### src/sv/afnu_pkg.sv
`timescale 1ns / 1ps
// ----------------------------------------------------------------------------
// Node update package
// Shared constants, step codes and control types of the travel-time node update.
// ----------------------------------------------------------------------------
package afnu_pkg;

    localparam int GRID_SIDE  = 16;
    localparam int GRID_CELLS = GRID_SIDE * GRID_SIDE * GRID_SIDE;
    localparam int CELL_BITS  = $clog2(GRID_CELLS);

    localparam logic [2:0] REG_SPEED    = 3'd0;
    localparam logic [2:0] REG_ANISO_X  = 3'd1;
    localparam logic [2:0] REG_ANISO_Y  = 3'd2;
    localparam logic [2:0] REG_ANISO_Z  = 3'd3;
    localparam logic [2:0] REG_MAX_TIME = 3'd4;

    localparam logic OP_INIT   = 1'b0;
    localparam logic OP_UPDATE = 1'b1;

    localparam logic [4:0] MS_PXX  = 5'd0;
    localparam logic [4:0] MS_PYY  = 5'd1;
    localparam logic [4:0] MS_PZZ  = 5'd2;
    localparam logic [4:0] MS_APX  = 5'd3;
    localparam logic [4:0] MS_APY  = 5'd4;
    localparam logic [4:0] MS_APZ  = 5'd5;
    localparam logic [4:0] MS_FF   = 5'd6;
    localparam logic [4:0] MS_AXX  = 5'd7;
    localparam logic [4:0] MS_AYY  = 5'd8;
    localparam logic [4:0] MS_AZZ  = 5'd9;
    localparam logic [4:0] MS_DD00 = 5'd10;
    localparam logic [4:0] MS_DD01 = 5'd11;
    localparam logic [4:0] MS_DD10 = 5'd12;
    localparam logic [4:0] MS_DD11 = 5'd13;
    localparam logic [4:0] MS_KX00 = 5'd14;
    localparam logic [4:0] MS_KX01 = 5'd15;
    localparam logic [4:0] MS_KX10 = 5'd16;
    localparam logic [4:0] MS_KX11 = 5'd17;

    localparam logic [5:0] MUL_STEPS  = 6'd18;
    localparam logic [5:0] SQRT_LAST  = 6'd48;
    localparam logic [5:0] DIV_LAST   = 6'd30;

    typedef struct packed {
        logic [30:0]        speed;
        logic signed [31:0] aniso_x;
        logic signed [31:0] aniso_y;
        logic signed [31:0] aniso_z;
        logic [30:0]        max_time;
    } cfg_t;

    typedef struct packed {
        logic       load;
        logic       mem_rd;
        logic       mul_issue;
        logic [4:0] mul_step;
        logic       disc;
        logic       sqrt_step;
        logic       den;
        logic       div_step;
        logic       tsel;
        logic       finish;
    } cmd_t;

    typedef struct packed {
        logic is_init;
        logic disc_pos;
        logic den_ok;
    } sts_t;

endpackage

### src/sv/afnu_ctrl.sv
`timescale 1ns / 1ps
// ----------------------------------------------------------------------------
// Node update controller
// Sequences read, products, square root, division and write-back of one item.
// ----------------------------------------------------------------------------
module afnu_ctrl (
    input  logic          clk,
    input  logic          rst_n,
    input  logic          in_valid,
    input  logic          out_free,
    input  afnu_pkg::sts_t sts,
    output afnu_pkg::cmd_t cmd,
    output logic          in_stall
);
    import afnu_pkg::*;

    typedef enum logic [7:0] {
        S_IDLE = 8'b0000_0001,
        S_READ = 8'b0000_0010,
        S_MUL  = 8'b0000_0100,
        S_DISC = 8'b0000_1000,
        S_SQRT = 8'b0001_0000,
        S_DEN  = 8'b0010_0000,
        S_DIV  = 8'b0100_0000,
        S_DONE = 8'b1000_0000
    } state_t;

    state_t     state_reg, state_next;
    logic [5:0] cnt_reg, cnt_next;
    logic       tsel_reg, tsel_next;

    always_ff @(posedge clk or negedge rst_n)
    begin
        if (!rst_n)
        begin
            state_reg <= S_IDLE;
            cnt_reg   <= '0;
            tsel_reg  <= 1'b0;
        end
        else
        begin
            state_reg <= state_next;
            cnt_reg   <= cnt_next;
            tsel_reg  <= tsel_next;
        end
    end

    always_comb
    begin
        state_next = state_reg;
        cnt_next   = cnt_reg;
        tsel_next  = 1'b0;
        cmd        = '0;
        cmd.mul_step = cnt_reg[4:0];
        cmd.tsel   = tsel_reg;
        in_stall   = 1'b1;
        unique case (state_reg)
            S_IDLE:
            begin
                in_stall = 1'b0;
                if (in_valid)
                begin
                    cmd.load   = 1'b1;
                    state_next = S_READ;
                end
            end
            S_READ:
            begin
                cmd.mem_rd = 1'b1;
                cnt_next   = '0;
                state_next = sts.is_init ? S_DONE : S_MUL;
            end
            S_MUL:
            begin
                cmd.mul_issue = (cnt_reg < MUL_STEPS);
                cnt_next      = cnt_reg + 6'd1;
                if (cnt_reg == MUL_STEPS)
                begin
                    state_next = S_DISC;
                end
            end
            S_DISC:
            begin
                cmd.disc   = 1'b1;
                cnt_next   = '0;
                state_next = sts.disc_pos ? S_SQRT : S_DONE;
            end
            S_SQRT:
            begin
                cmd.sqrt_step = 1'b1;
                cnt_next      = cnt_reg + 6'd1;
                if (cnt_reg == SQRT_LAST)
                begin
                    state_next = S_DEN;
                end
            end
            S_DEN:
            begin
                cmd.den    = 1'b1;
                cnt_next   = '0;
                state_next = sts.den_ok ? S_DIV : S_DONE;
            end
            S_DIV:
            begin
                cmd.div_step = 1'b1;
                cnt_next     = cnt_reg + 6'd1;
                if (cnt_reg == DIV_LAST)
                begin
                    tsel_next  = 1'b1;
                    state_next = S_DONE;
                end
            end
            S_DONE:
            begin
                if (out_free && !tsel_reg)
                begin
                    cmd.finish = 1'b1;
                    state_next = S_IDLE;
                end
            end
            default:
            begin
                state_next = S_IDLE;
            end
        endcase
    end

endmodule

### config.mk
export PLATFORM = sky130hd
export DESIGN_NAME = afnu_ctrl
export DESIGN_NICKNAME = d
export VERILOG_FILES = /design/src/sv/afnu_pkg.sv /design/src/sv/afnu_ctrl.sv
export SDC_FILE = /design/constraint.sdc
export NUM_CORES = 1
export LEC_CHECK = 0
export BUFFER_PORTS_ARGS = -buffer_cell sky130_fd_sc_hd__buf_4
export CAP_MARGIN = 10
export CORE_MARGIN = 5
export CORE_UTILIZATION = 30
export CTS_CLUSTER_DIAMETER = 200
export DETAILED_ROUTE_END_ITERATION = 8
export PLACE_DENSITY = 0.55
export SYNTH_ARGS = -nofsm -noshare
export SYNTH_HDL_FRONTEND = slang
export SYNTH_SLANG_ARGS = --single-unit
### constraint.sdc
create_clock -name clk -period 3.7 [get_ports clk]
set_input_delay 0.925 -clock clk [delete_from_list [all_inputs] [get_ports clk]]
set_output_delay 0.925 -clock clk [all_outputs]
set_load 0.05 [all_outputs]
; ---- Yosys cells after proc, flatten, opt, wreduce, memory -nomap -nowiden
; Cells that the tools add are included.
[totals]
reg_bits = 15
latch_bits = 0
ram_bits = 0
mem_bits_ro = 0
inputBits = 7
out_inout_bits = 15
wordCells = 50
memories = 0
[classes]
n_addsub = 1
multipliers = 0
n_div = 0
n_lt_le_gt_ge = 1
n_eq_ne = 16
n_shift = 0
muxes = 23
n_bitwise = 0
reduce_logical = 6
[op_table]
columns = op, n
row1 = 8-bit two-way mux, 8
row2 = 8-bit one-hot mux with 8 select lines, 1
row3 = 1-bit two-way mux, 13
row4 = 6-bit by 5-bit == test with 1-bit output (second input constant), 2
row5 = 6-bit one-hot mux with 2 select lines, 1
row6 = 2-bit != test (second input constant), 5
row7 = 8-bit by 1-bit == test with 1-bit output (second input constant), 1
row8 = 8-bit by 2-bit == test with 1-bit output (second input constant), 1
row9 = 8-bit by 3-bit == test with 1-bit output (second input constant), 1
row10 = 8-bit by 4-bit == test with 1-bit output (second input constant), 1
row11 = 8-bit by 5-bit == test with 1-bit output (second input constant), 1
row12 = 8-bit by 6-bit == test with 1-bit output (second input constant), 1
row13 = 8-bit by 7-bit == test with 1-bit output (second input constant), 1
row14 = 8-bit == test (second input constant), 1
row15 = 6-bit by 1-bit adder with 6-bit output (second input constant), 1
row16 = 6-bit == test (second input constant), 1
row17 = 6-bit by 5-bit less-than comparator with 1-bit output (second input constant), 1
row18 = 3-bit OR reduction, 2
row19 = 5-bit AND reduction, 1
row20 = 2-bit nonzero test, 1
row21 = 1-bit logical AND, 1
row22 = 1-bit zero test, 1

; ---- Logic depth before layout (Yosys ltp)
; Gate-level depths: netlist of the first run.
[depth]
word_depth = 4
ltp_mapped = 7

; ---- Least setup slack after synthesis of the first run
; No wires, ideal clock.
[synth_path]
path_kind = register -> output
start = reg state_reg[3]
end = out cmd[13] (netlist name)
arrival_ps = 2550
path_slack_ps = 225
path_stages_with_launch = 4
n_path_buf = 0
cell_sequence = dfrtp_1 > or4_4 > nand4bb_1 > nor2_1
[synth_lines]
columns = item, line_no
row1 = from (decl), afnu_ctrl.sv:28  ; state_t state_reg, state_next;
row2 = from (signal assigned), afnu_ctrl.sv:42  ; state_reg <= state_next;
row3 = to (decl), afnu_ctrl.sv:12  ; output afnu_pkg::cmd_t cmd,

==> flow_summary.ini, run 1 <==
[run_status]
outcome = finished clean

[synth]
postSynthAreaPerCell_um2 = 9.31
syn_area_um2 = 977
synth_nets = 115
ys_seq_elements = 15
ys_seq_area_share_pct = 38.5
synth_top_area_cell = dfrtp_1
yosys_warnings = 0
synth_area_leaders = dfrtp_1 (36%), buf_4 (4.6%), nor2_1 (4.2%)
synth_flop_cell = dfrtp_1
synth_edf_count = 0
synthArstFlopShare_pct = 100
synth_top_area_share_pct = 35.9
yosys.cell_types.count = 36
synthCells = 105

[routing]
vias = 839
first_iter_violations = 37
ant_nets = 0
drc = 0
wirelength_um = 2300
vias_per_cell = 5.02
routedWlPerCell_um = 13.7
first_pass_iters = 4

[sta]
final_max_slew_viol_count = 0
fin_tns_setup_ns = 0
fin_crit_sh_pct = 84.0
relSlewSlack_pct = 42.0
rsz0062_at_grt = false
hold_violations = 0
max_freq_ghz = 0.322
clock_skew_ns = 0.00234
hold_ws_ns = 0.480
worstMarginPinSlew_ns = 0.862
setup_viol_count_final = 0
fin_crit_ns = 3.11

[die]
row_count = 20
die_h_um = 67.1
core_mm2 = 0.00308
initial_utilization_pct = 31.7
io_pins = 22
die_x_um = 67.1
die_area_mm2 = 0.00450

[setup_path]
r2r-start = state_reg[1]$_DFFE_PN0P_
arrival_ns = 2.18
critPathMaxFanout = 7
crit_required_ns = 2.77
critPathKind = reg -> out
cp-end-kind = primary output
worstSetupStartpointType = flop
cp-startpoint = state_reg[3]$_DFFE_PN0P_

[global_route]
grt_pass1_vias = 799
track_usage_pct = 11.2
grt_overflow_total = 0
grt_pass1_wl_um = 3740
antenna_found_initial = 0
grt_max_degree = 16

[placed_design]
hpwl_um = 1780
io_buffers = 21
gp_congestion = 0.837

[finish]
drive_gt1_share_pct = 23.6
nets = 134
area_growth_pct = 19.5
n_antenna_cell = 0
largest_reg_flops = 8
final_common_cell = buf_4
layout_common_cells = buf_4 (21), dfrtp_1 (14), nor2_1 (11), inv_1 (8), nand2_1 (8)

[cts]
cts_buffer_depth = 2
htreeDepth = 1
cts-root-buf = clkbuf_4
ctsHoldBuffers = 0
cts_buffers = 3
clk-insertion-delay-late_ns = 0.28
clock-sinks = 15
cts.clk_slew.worst_paths_ns = 0.09
tritoncts = done
cts_setup_buffers = 0
cts_resized = 0

[flow_run]
cap_violations = 0

[power]
powerDensity_mw_per_mm2 = 575
power.leakage_nw = 0.579
ir_drop_mv = 0.484

[worst_hold_path]
hp-class = in -> async
==> kinds of logic (layout without fill, tap and decap cells) <==
kind of cell	count (synthesis)	count (layout)	synth area share, %
adder cells (fa/ha/maj)	3	3	3.84
AND/OR/NAND/NOR	52	52	32.3
buffers and inverters	15	33	8.07
XOR/XNOR	2	2	1.79
AO/OA/AOI/OAI	14	14	11.4
flip-flops	15	15	38.5
multiplexers	4	4	4.10
==> final cells by class <==
type                    instances  area, um^2
fillers                       323        1910
multi-input cells              75         522
flip-flops and latches         15         377
repair buffers                 21         158
well taps                      44        55.1
inverters                       8        30.0
clock buffers                   4        26.3
==> final timing paths <==
kind                       slack [ns]                       end  depth (start not counted)
setup / recovery                 0.59                    cmd[2]                          4
min in group clk                 0.55    cnt_reg[5]$_DFFE_PN0P_                          1
hold / removal                   0.48    cnt_reg[1]$_DFFE_PN0P_                          1
hold reg to reg                  0.55    cnt_reg[5]$_DFFE_PN0P_                          1
setup reg to reg                 1.49  state_reg[7]$_DFFE_PN0P_                          5
max in group asynchronous        2.97  state_reg[0]$_DFFE_PN1P_                          1
==> where the power goes <==
| group | internal (mW) | switching [mW] | leakage, nW |
|---|---|---|---|
| combinational | 0.113 | 0.223 | 0.361 |
| clock | 0.0418 | 0.0540 | 0.0150 |
| sequential | 0.195 | 0.0440 | 0.203 |
| total | 0.350 | 0.321 | 0.579 |
==> worst max-delay path: stages (launching register included) <==
cell	delay, ns
dfrtp_1	0.48
or4_4	0.57
or4_4	0.53
inv_1	0.11
buf_4	0.20
==> Yosys cell counts (2+ instances only) <==
| cell | count |
|---|---|
| or4_4 | 2 |
| nand3_1 | 3 |
| mux2i_1 | 4 |
| ha_1 | 3 |
| dfrtp_1 | 14 |
| nor3b_1 | 2 |
| nand4_1 | 5 |
| nand4b_1 | 2 |
| nand2_1 | 8 |
| inv_1 | 8 |
| xnor2_1 | 2 |
| nor2_1 | 11 |
| nor3_1 | 2 |
| and4b_1 | 2 |
| o21ai_0 | 4 |
| a21oi_1 | 3 |
| nand3b_1 | 2 |
| nor4_1 | 2 |
| buf_4 | 6 |
| nand2b_1 | 4 |
==> metrics by stage <==
| stage | setup slack, ns | instances | util (%) | total power, mW | area, um^2 |
|---|---|---|---|---|---|
| floorplan | 0.225 | 105 | - | 0.493 | 977 |
| global placement | 0.938 | 163 | 37.1 | 0.572 | 1140 |
| detailed placement | 0.911 | 163 | 37.1 | 0.576 | 1140 |
| CTS | 0.588 | 167 | 37.9 | 0.674 | 1170 |
| global route | 0.413 | 167 | 37.9 | 0.716 | 1170 |
| finish | 0.593 | 167 | 37.9 | 0.671 | 1170 |
==> per-layer routing <==
layer | wire [um] | track usage [%] | vias to the layer above | part of all wire (%)
met4 | 38 | 5.32 | 0 | 1.7
met2 | 1120 | 18.4 | 15 | 49
met3 | 93 | 1.85 | 4 | 4.1
met1 | 1040 | 14.2 | 410 | 45
met5 | 0 | 0 | - | 0
li1 | - | - | 410 | -
No activity file was read; power rests on OpenSTA's default activity.
==> run 2, diff against run 1 <==
--- a/config.mk
+++ b/config.mk
@@ -5,6 +5,7 @@
 export SDC_FILE = /design/constraint.sdc
 export NUM_CORES = 1
 export LEC_CHECK = 0
+export ABC_AREA = 1
 export BUFFER_PORTS_ARGS = -buffer_cell sky130_fd_sc_hd__buf_4
 export CAP_MARGIN = 10
 export CORE_MARGIN = 5
==> constraint.sdc (replaced) <==
create_clock -name clk -period 2.9 [get_ports clk]
set_input_delay 0.725 -clock clk [delete_from_list [all_inputs] [get_ports clk]]
set_output_delay 0.725 -clock clk [all_outputs]
set_load 0.05 [all_outputs]
==> flow_summary.ini, run 2 <==
[run_status]
outcome = finished clean

[placed_design]
gp_congestion = 0.799
hpwl_um = 2010
dpl_cell_area_mm2 = 0.00131
io_buffers = 21

[finish]
nets = 189
drive_gt1_share_pct = 29.8
largest_reg_flops = 8
seqCellArea_um2 = 377
n_antenna_cell = 0
nFillCells = 399
layout_common_cells = nand2_1 (39), inv_1 (21), buf_4 (21), nor2_1 (16), dfrtp_1 (14)
area_growth_pct = 19.8
finalInstanceArea_mm2 = 0.00136
final_common_cell = nand2_1
multiInputGateArea_um2 = 609

[die]
core_mm2 = 0.00366
io_pins = 22
row_count = 22
initial_utilization_pct = 30.9
die_area_mm2 = 0.00510
die_x_um = 71.4
die_h_um = 71.4

[power]
power.leakage_nw = 0.757
total_power_mw = 0.958
ir_drop_mv = 0.280
powerDensity_mw_per_mm2 = 707

[routing]
vias_per_cell = 4.35
routedWlPerCell_um = 10.8
ant_nets = 0
drc = 0
wirelength_um = 2430
first_pass_iters = 4
vias = 984
first_iter_violations = 43

[setup_path]
max_stage_delay_ns = 0.40
arrival_ns = 1.54
crit_required_ns = 2.17
path_cells = nor2_2, nand2_4, nor3_1, inv_1, nor2_1, buf_4
critPathMaxFanout = 4
crit_slowest_cell = dfrtp_1
crit_cells = 6
cp-end-kind = primary output
critPathTopFamily = simple AND/OR/NAND/NOR gates
worstSetupStartpointType = flop
reg2reg_depth = 8
critPathKind = reg -> out
cp_num_buf_inv = 2

[cts]
cts-root-buf = clkbuf_8
cts.clk_slew.worst_paths_ns = 0.06
cts_resized = 0
cts_setup_buffers = 0
clock-sinks = 15
cts_buffer_depth = 2
ctsHoldBuffers = 0
cts_buffers = 3
clk-insertion-delay-late_ns = 0.24
htreeDepth = 1
tritoncts = done

[sta]
fin_crit_sh_pct = 78.3
worstMarginPinSlew_ns = 0.264
final_max_slew_viol_count = 0
setup_viol_count_final = 0
rsz0062_at_grt = false
fin_tns_setup_ns = 0
fin_crit_ns = 2.27
relSlewSlack_pct = 82.3
max_freq_ghz = 0.441
clock_skew_ns = 0.00192
hold_violations = 0

[flow_run]
cap_violations = 0

[global_route]
track_usage_pct = 10.4
grt_pass1_vias = 917
grt_overflow_total = 0
grt_max_degree = 16
grt_pass1_wl_um = 4150
antenna_found_initial = 0

[synth]
synth_flop_cell = dfrtp_1
synth_nets = 169
yosysMostFrequentCell = nand2_1
synth_area_leaders = dfrtp_1 (31%), nand2_1 (13%), inv_1 (7.0%)
synth_top_area_cell = dfrtp_1
synth_top_area_share_pct = 31.0
yosys.cell_types.count = 24
synth_edf_count = 0
ys_seq_elements = 15
yosys-top-cells-count = nand2_1 (39), inv_1 (21), nor2_1 (16)
ys_seq_area_share_pct = 33.3
yosys_warnings = 0
synthArstFlopShare_pct = 100
synthCells = 159
postSynthAreaPerCell_um2 = 7.11
syn_area_mm2 = 0.00113

[worst_hold_path]
hp-class = in -> async
[run 2: changes by cell type in the layout (fill, tap and decap cells not counted), sizes merged, moves of 3 or more]
cell and delta:
nand3 +13, nand2b -4, or4 -3, nand2 +40, nor3 +3, inv +19, nor2 +13, mux2i -4
nand4 -5
[run 2: power breakdown]
group	switching [mW]	internal [mW]	leakage, nW
combinational	0.348	0.154	0.530
clock	0.0720	0.0972	0.0228
sequential	0.0395	0.247	0.204
[run 2: through the flow]
stage	utilization, %	hold slack, ns	setup slack [ns]	cells
after floorplan	-	0.429	0.352	159
after global placement	35.8	0.548	0.822	222
after global routing	37.0	0.327	0.470	226
after detailed placement	35.8	0.556	0.802	222
final	37.0	0.323	0.630	226
after CTS	37.0	0.326	0.610	226
[run 2: cells by family (layout without fill, tap and decap cells)]
logic type	Yosys count	count (layout)	share of synthesized area, %
compound gates	10	10	4.42
xor+xnor	3	3	2.32
fa+ha+maj	3	3	3.32
buf+inv	33	52	13.4
flops	15	15	33.3
simple gates	95	95	43.3
[run 2: cell type report]
cell class	count	area share, %
tap	48	4.43
multi-input combinational	111	45.0
inverter	27	7.85
sequential	15	27.8
timing repair buffer	21	11.6
clock buffer	4	3.32
[run 2: worst paths after layout]
check / from / to / slack (ns)
setup / recovery: state_reg[7]$_DFFE_PN0P_ / cmd[13] / 0.63
hold / removal: rst_n / cnt_reg[3]$_DFFE_PN0P_ / 0.32
setup reg to reg: state_reg[0]$_DFFE_PN1P_ / cnt_reg[4]$_DFFE_PN0P_ / 1.53
hold reg to reg: cnt_reg[0]$_DFFE_PN0P_ / cnt_reg[0]$_DFFE_PN0P_ / 0.56
max in group asynchronous: rst_n / state_reg[0]$_DFFE_PN1P_ / 2.33
min in group clk: cnt_reg[0]$_DFFE_PN0P_ / cnt_reg[0]$_DFFE_PN0P_ / 0.56
[run 2: routing by layer]
metal  vias up  global-route usage [%]  part of all wire [%]
li1        520                       -                     -
met1       446                    13.6                    48
met2        14                    16.0                    47
met3         4                    1.96                   3.5
met4         0                    5.64                   1.5
met5         -                       0                     0
[run 2: worst reg2reg max path, stage by stage, from the launching register on]
cell and delay (ns):
dfstp_2 0.55, inv_1 0.07, nand2_1 0.08, nor2_1 0.07, nand2_2 0.11, nand3_2 0.10
nor2_4 0.18, nand2_1 0.07, o21ai_1 0.07
==> run 3, diff against run 2 <==
--- a/config.mk
+++ b/config.mk
@@ -5,14 +5,14 @@
 export SDC_FILE = /design/constraint.sdc
 export NUM_CORES = 1
 export LEC_CHECK = 0
-export ABC_AREA = 1
+export ABC_AREA = 0
 export BUFFER_PORTS_ARGS = -buffer_cell sky130_fd_sc_hd__buf_4
 export CAP_MARGIN = 10
 export CORE_MARGIN = 5
 export CORE_UTILIZATION = 30
 export CTS_CLUSTER_DIAMETER = 200
 export DETAILED_ROUTE_END_ITERATION = 8
-export PLACE_DENSITY = 0.55
+export PLACE_DENSITY = 0.57
 export SYNTH_ARGS = -nofsm -noshare
 export SYNTH_HDL_FRONTEND = slang
 export SYNTH_SLANG_ARGS = --single-unit
==> constraint.sdc (replaced) <==
create_clock -name clk -period 1.8 [get_ports clk]
set_input_delay 0.45 -clock clk [delete_from_list [all_inputs] [get_ports clk]]
set_output_delay 0.45 -clock clk [all_outputs]
set_load 0.05 [all_outputs]
==> flow_summary.ini, run 3 (synthesized netlist as in run 1, its figures left out) <==
[finish]
postLayoutCoreUtil_pct = 53.9
largest_reg_flops = 8
final_common_cell = buf_4
finalInstanceArea_mm2 = 0.00166
nets = 174
area_growth_pct = 69.7
n_antenna_cell = 0
drive_gt1_share_pct = 53.4
stdcell_count = 207
layout_common_cells = buf_4 (45), dfrtp_1 (13), buf_6 (11), nand2_1 (8)
nFillCells = 291

[cts]
cts_buffers = 3
clock-sinks = 15
clk-insertion-delay-late_ns = 0.30
cts.clk_slew.worst_paths_ns = 0.11
tritoncts = done
cts-root-buf = clkbuf_4
htreeDepth = 1
cts_buffer_depth = 2

[power]
power.leakage_nw = 0.806
p_seq_share_pct = 24.1
clkPwrFrac_pct = 10.8
powerDensity_mw_per_mm2 = 1140
p_int_mw = 1.08
ir_drop_mv = 0.587
p_sw_share_pct = 43.0
p_comb_share_pct = 65.1
total_power_mw = 1.89
net-switching-power_mw = 0.814

[run_status]
violations = setup timing
outcome = complete, but fails checks

[worst_hold_path]
hold_start = sts[0]
holdPathEnd = state_reg[6]$_DFFE_PN0P_
hp-class = in -> reg
holdPathStages = 2

[setup_path]
r2r-start = state_reg[3]$_DFFE_PN0P_
cp_num_buf_inv = 2
reg2reg_depth = 6
critPathTopFamily = simple AND/OR/NAND/NOR gates
cp_common_cell = or4_4
critPathMaxFanout = 4
path_cells = or4_4, or4_4, clkinvlp_4, buf_8
crit_slowest_cell = or4_4
max_stage_delay_ns = 0.55
crit_required_ns = 1.35
crit_cells = 4
rrSetupSlack_ns = -0.31
cp-end-kind = primary output
worstSetupStartpointType = flop
r2r_end = cnt_reg[5]$_DFFE_PN0P_
arrival_ns = 1.97
critPathKind = reg -> out

[global_route]
grt_pass1_vias = 1100
grt_max_degree = 16
track_usage_pct = 15.0
antenna_found_initial = 0
grt_overflow_total = 0
grt_pass1_wl_um = 5050

[routing]
drc = 0
first_iter_violations = 36
vias = 1014
vias_per_cell = 4.90
ant_nets = 0
routedWlPerCell_um = 13.8
first_pass_iters = 4
wirelength_um = 2850

[die]
row_count = 20
die_x_um = 67.1
io_pins = 22
die_h_um = 67.1
core_mm2 = 0.00308
initial_utilization_pct = 31.7
die_area_mm2 = 0.00450

[sta]
hold_violations = 0
setup_viol_count_final = 20
fin_tns_setup_ns = -5.81
fin_crit_ns = 2.42
rsz0062_at_grt = true
final_max_slew_viol_count = 0
max_freq_ghz = 0.414
relSlewSlack_pct = 56.5
clock_skew_ns = 0.0183
fin_crit_sh_pct = 134
hold_ws_ns = 0.369
worstMarginPinSlew_ns = 0.649
fin_ws_ns = -0.618

[flow_run]
cap_violations = 0

[placed_design]
dp_cells = 193
pre_cts_ws_ns = -0.352
hpwl_um = 2160
dpl_cell_area_mm2 = 0.00145
gp_congestion = 0.818
io_buffers = 21
## run 3: cell count changes in the layout (fill, tap and decap cells not counted), sizes merged, moves of 4 or more
cell    before  now
buf         21   60
inv         27    7
mux2i        0    4
nand2       48    8
nand2b       0    4
nand3       16    3
nand4        0    5
nor2        24   11
## run 3: layout make-up
| class | instances | area (um^2) | area share, % |
|---|---|---|---|
| Clock buffer | 3 | 22.5 | 1.36 |
| Clock inverter | 1 | 5.00 | 0.302 |
| Inverter | 8 | 33.8 | 2.04 |
| Multi-Input combinational cell | 75 | 632 | 38.1 |
| Sequential cell | 15 | 378 | 22.8 |
| Tap cell | 44 | 55.1 | 3.32 |
| Timing Repair Buffer | 61 | 532 | 32.1 |
## run 3: routing by layer
layer	track usage, %	wire, um
met1	17.1	1200
met2	26.5	1480
met3	2.87	108
met4	7.09	61
met5	0	0
## run 3: how the worst max path moves through the flow
stage / start / endpoint / slack, ns
after floorplan: state_reg[3]$_DFFE_PN0P_ / cmd[0] / -0.42
after global placement: state_reg[3]$_DFFE_PN0P_ / cmd[2] / -0.33
after detailed placement: state_reg[2]$_DFFE_PN0P_ / cmd[0] / -0.35
after CTS: state_reg[2]$_DFFE_PN0P_ / cmd[2] / -0.63
after global routing: state_reg[3]$_DFFE_PN0P_ / cmd[0] / -0.73
final: state_reg[3]$_DFFE_PN0P_ / cmd[2] / -0.62
## run 3: timing repair
item | CTS | global route
hold buffers | 1 | 0
setup endpoints to repair | 19 | 22
resized for setup | 22 | 9
pin swaps | 11 | 3
hold endpoints to repair | 8 | 0
gates cloned | 0 | 0
setup buffers | 8 | 4
## run 3: power groups by stage
stage	Clock [mW]	Sequential (mW)	Combinational, mW
after global routing	0.226	0.466	1.32
after floorplan	0	0.482	0.626
after global placement	0	0.459	1.02
after detailed placement	0	0.462	1.04
after CTS	0.210	0.456	1.18
final	0.204	0.456	1.23
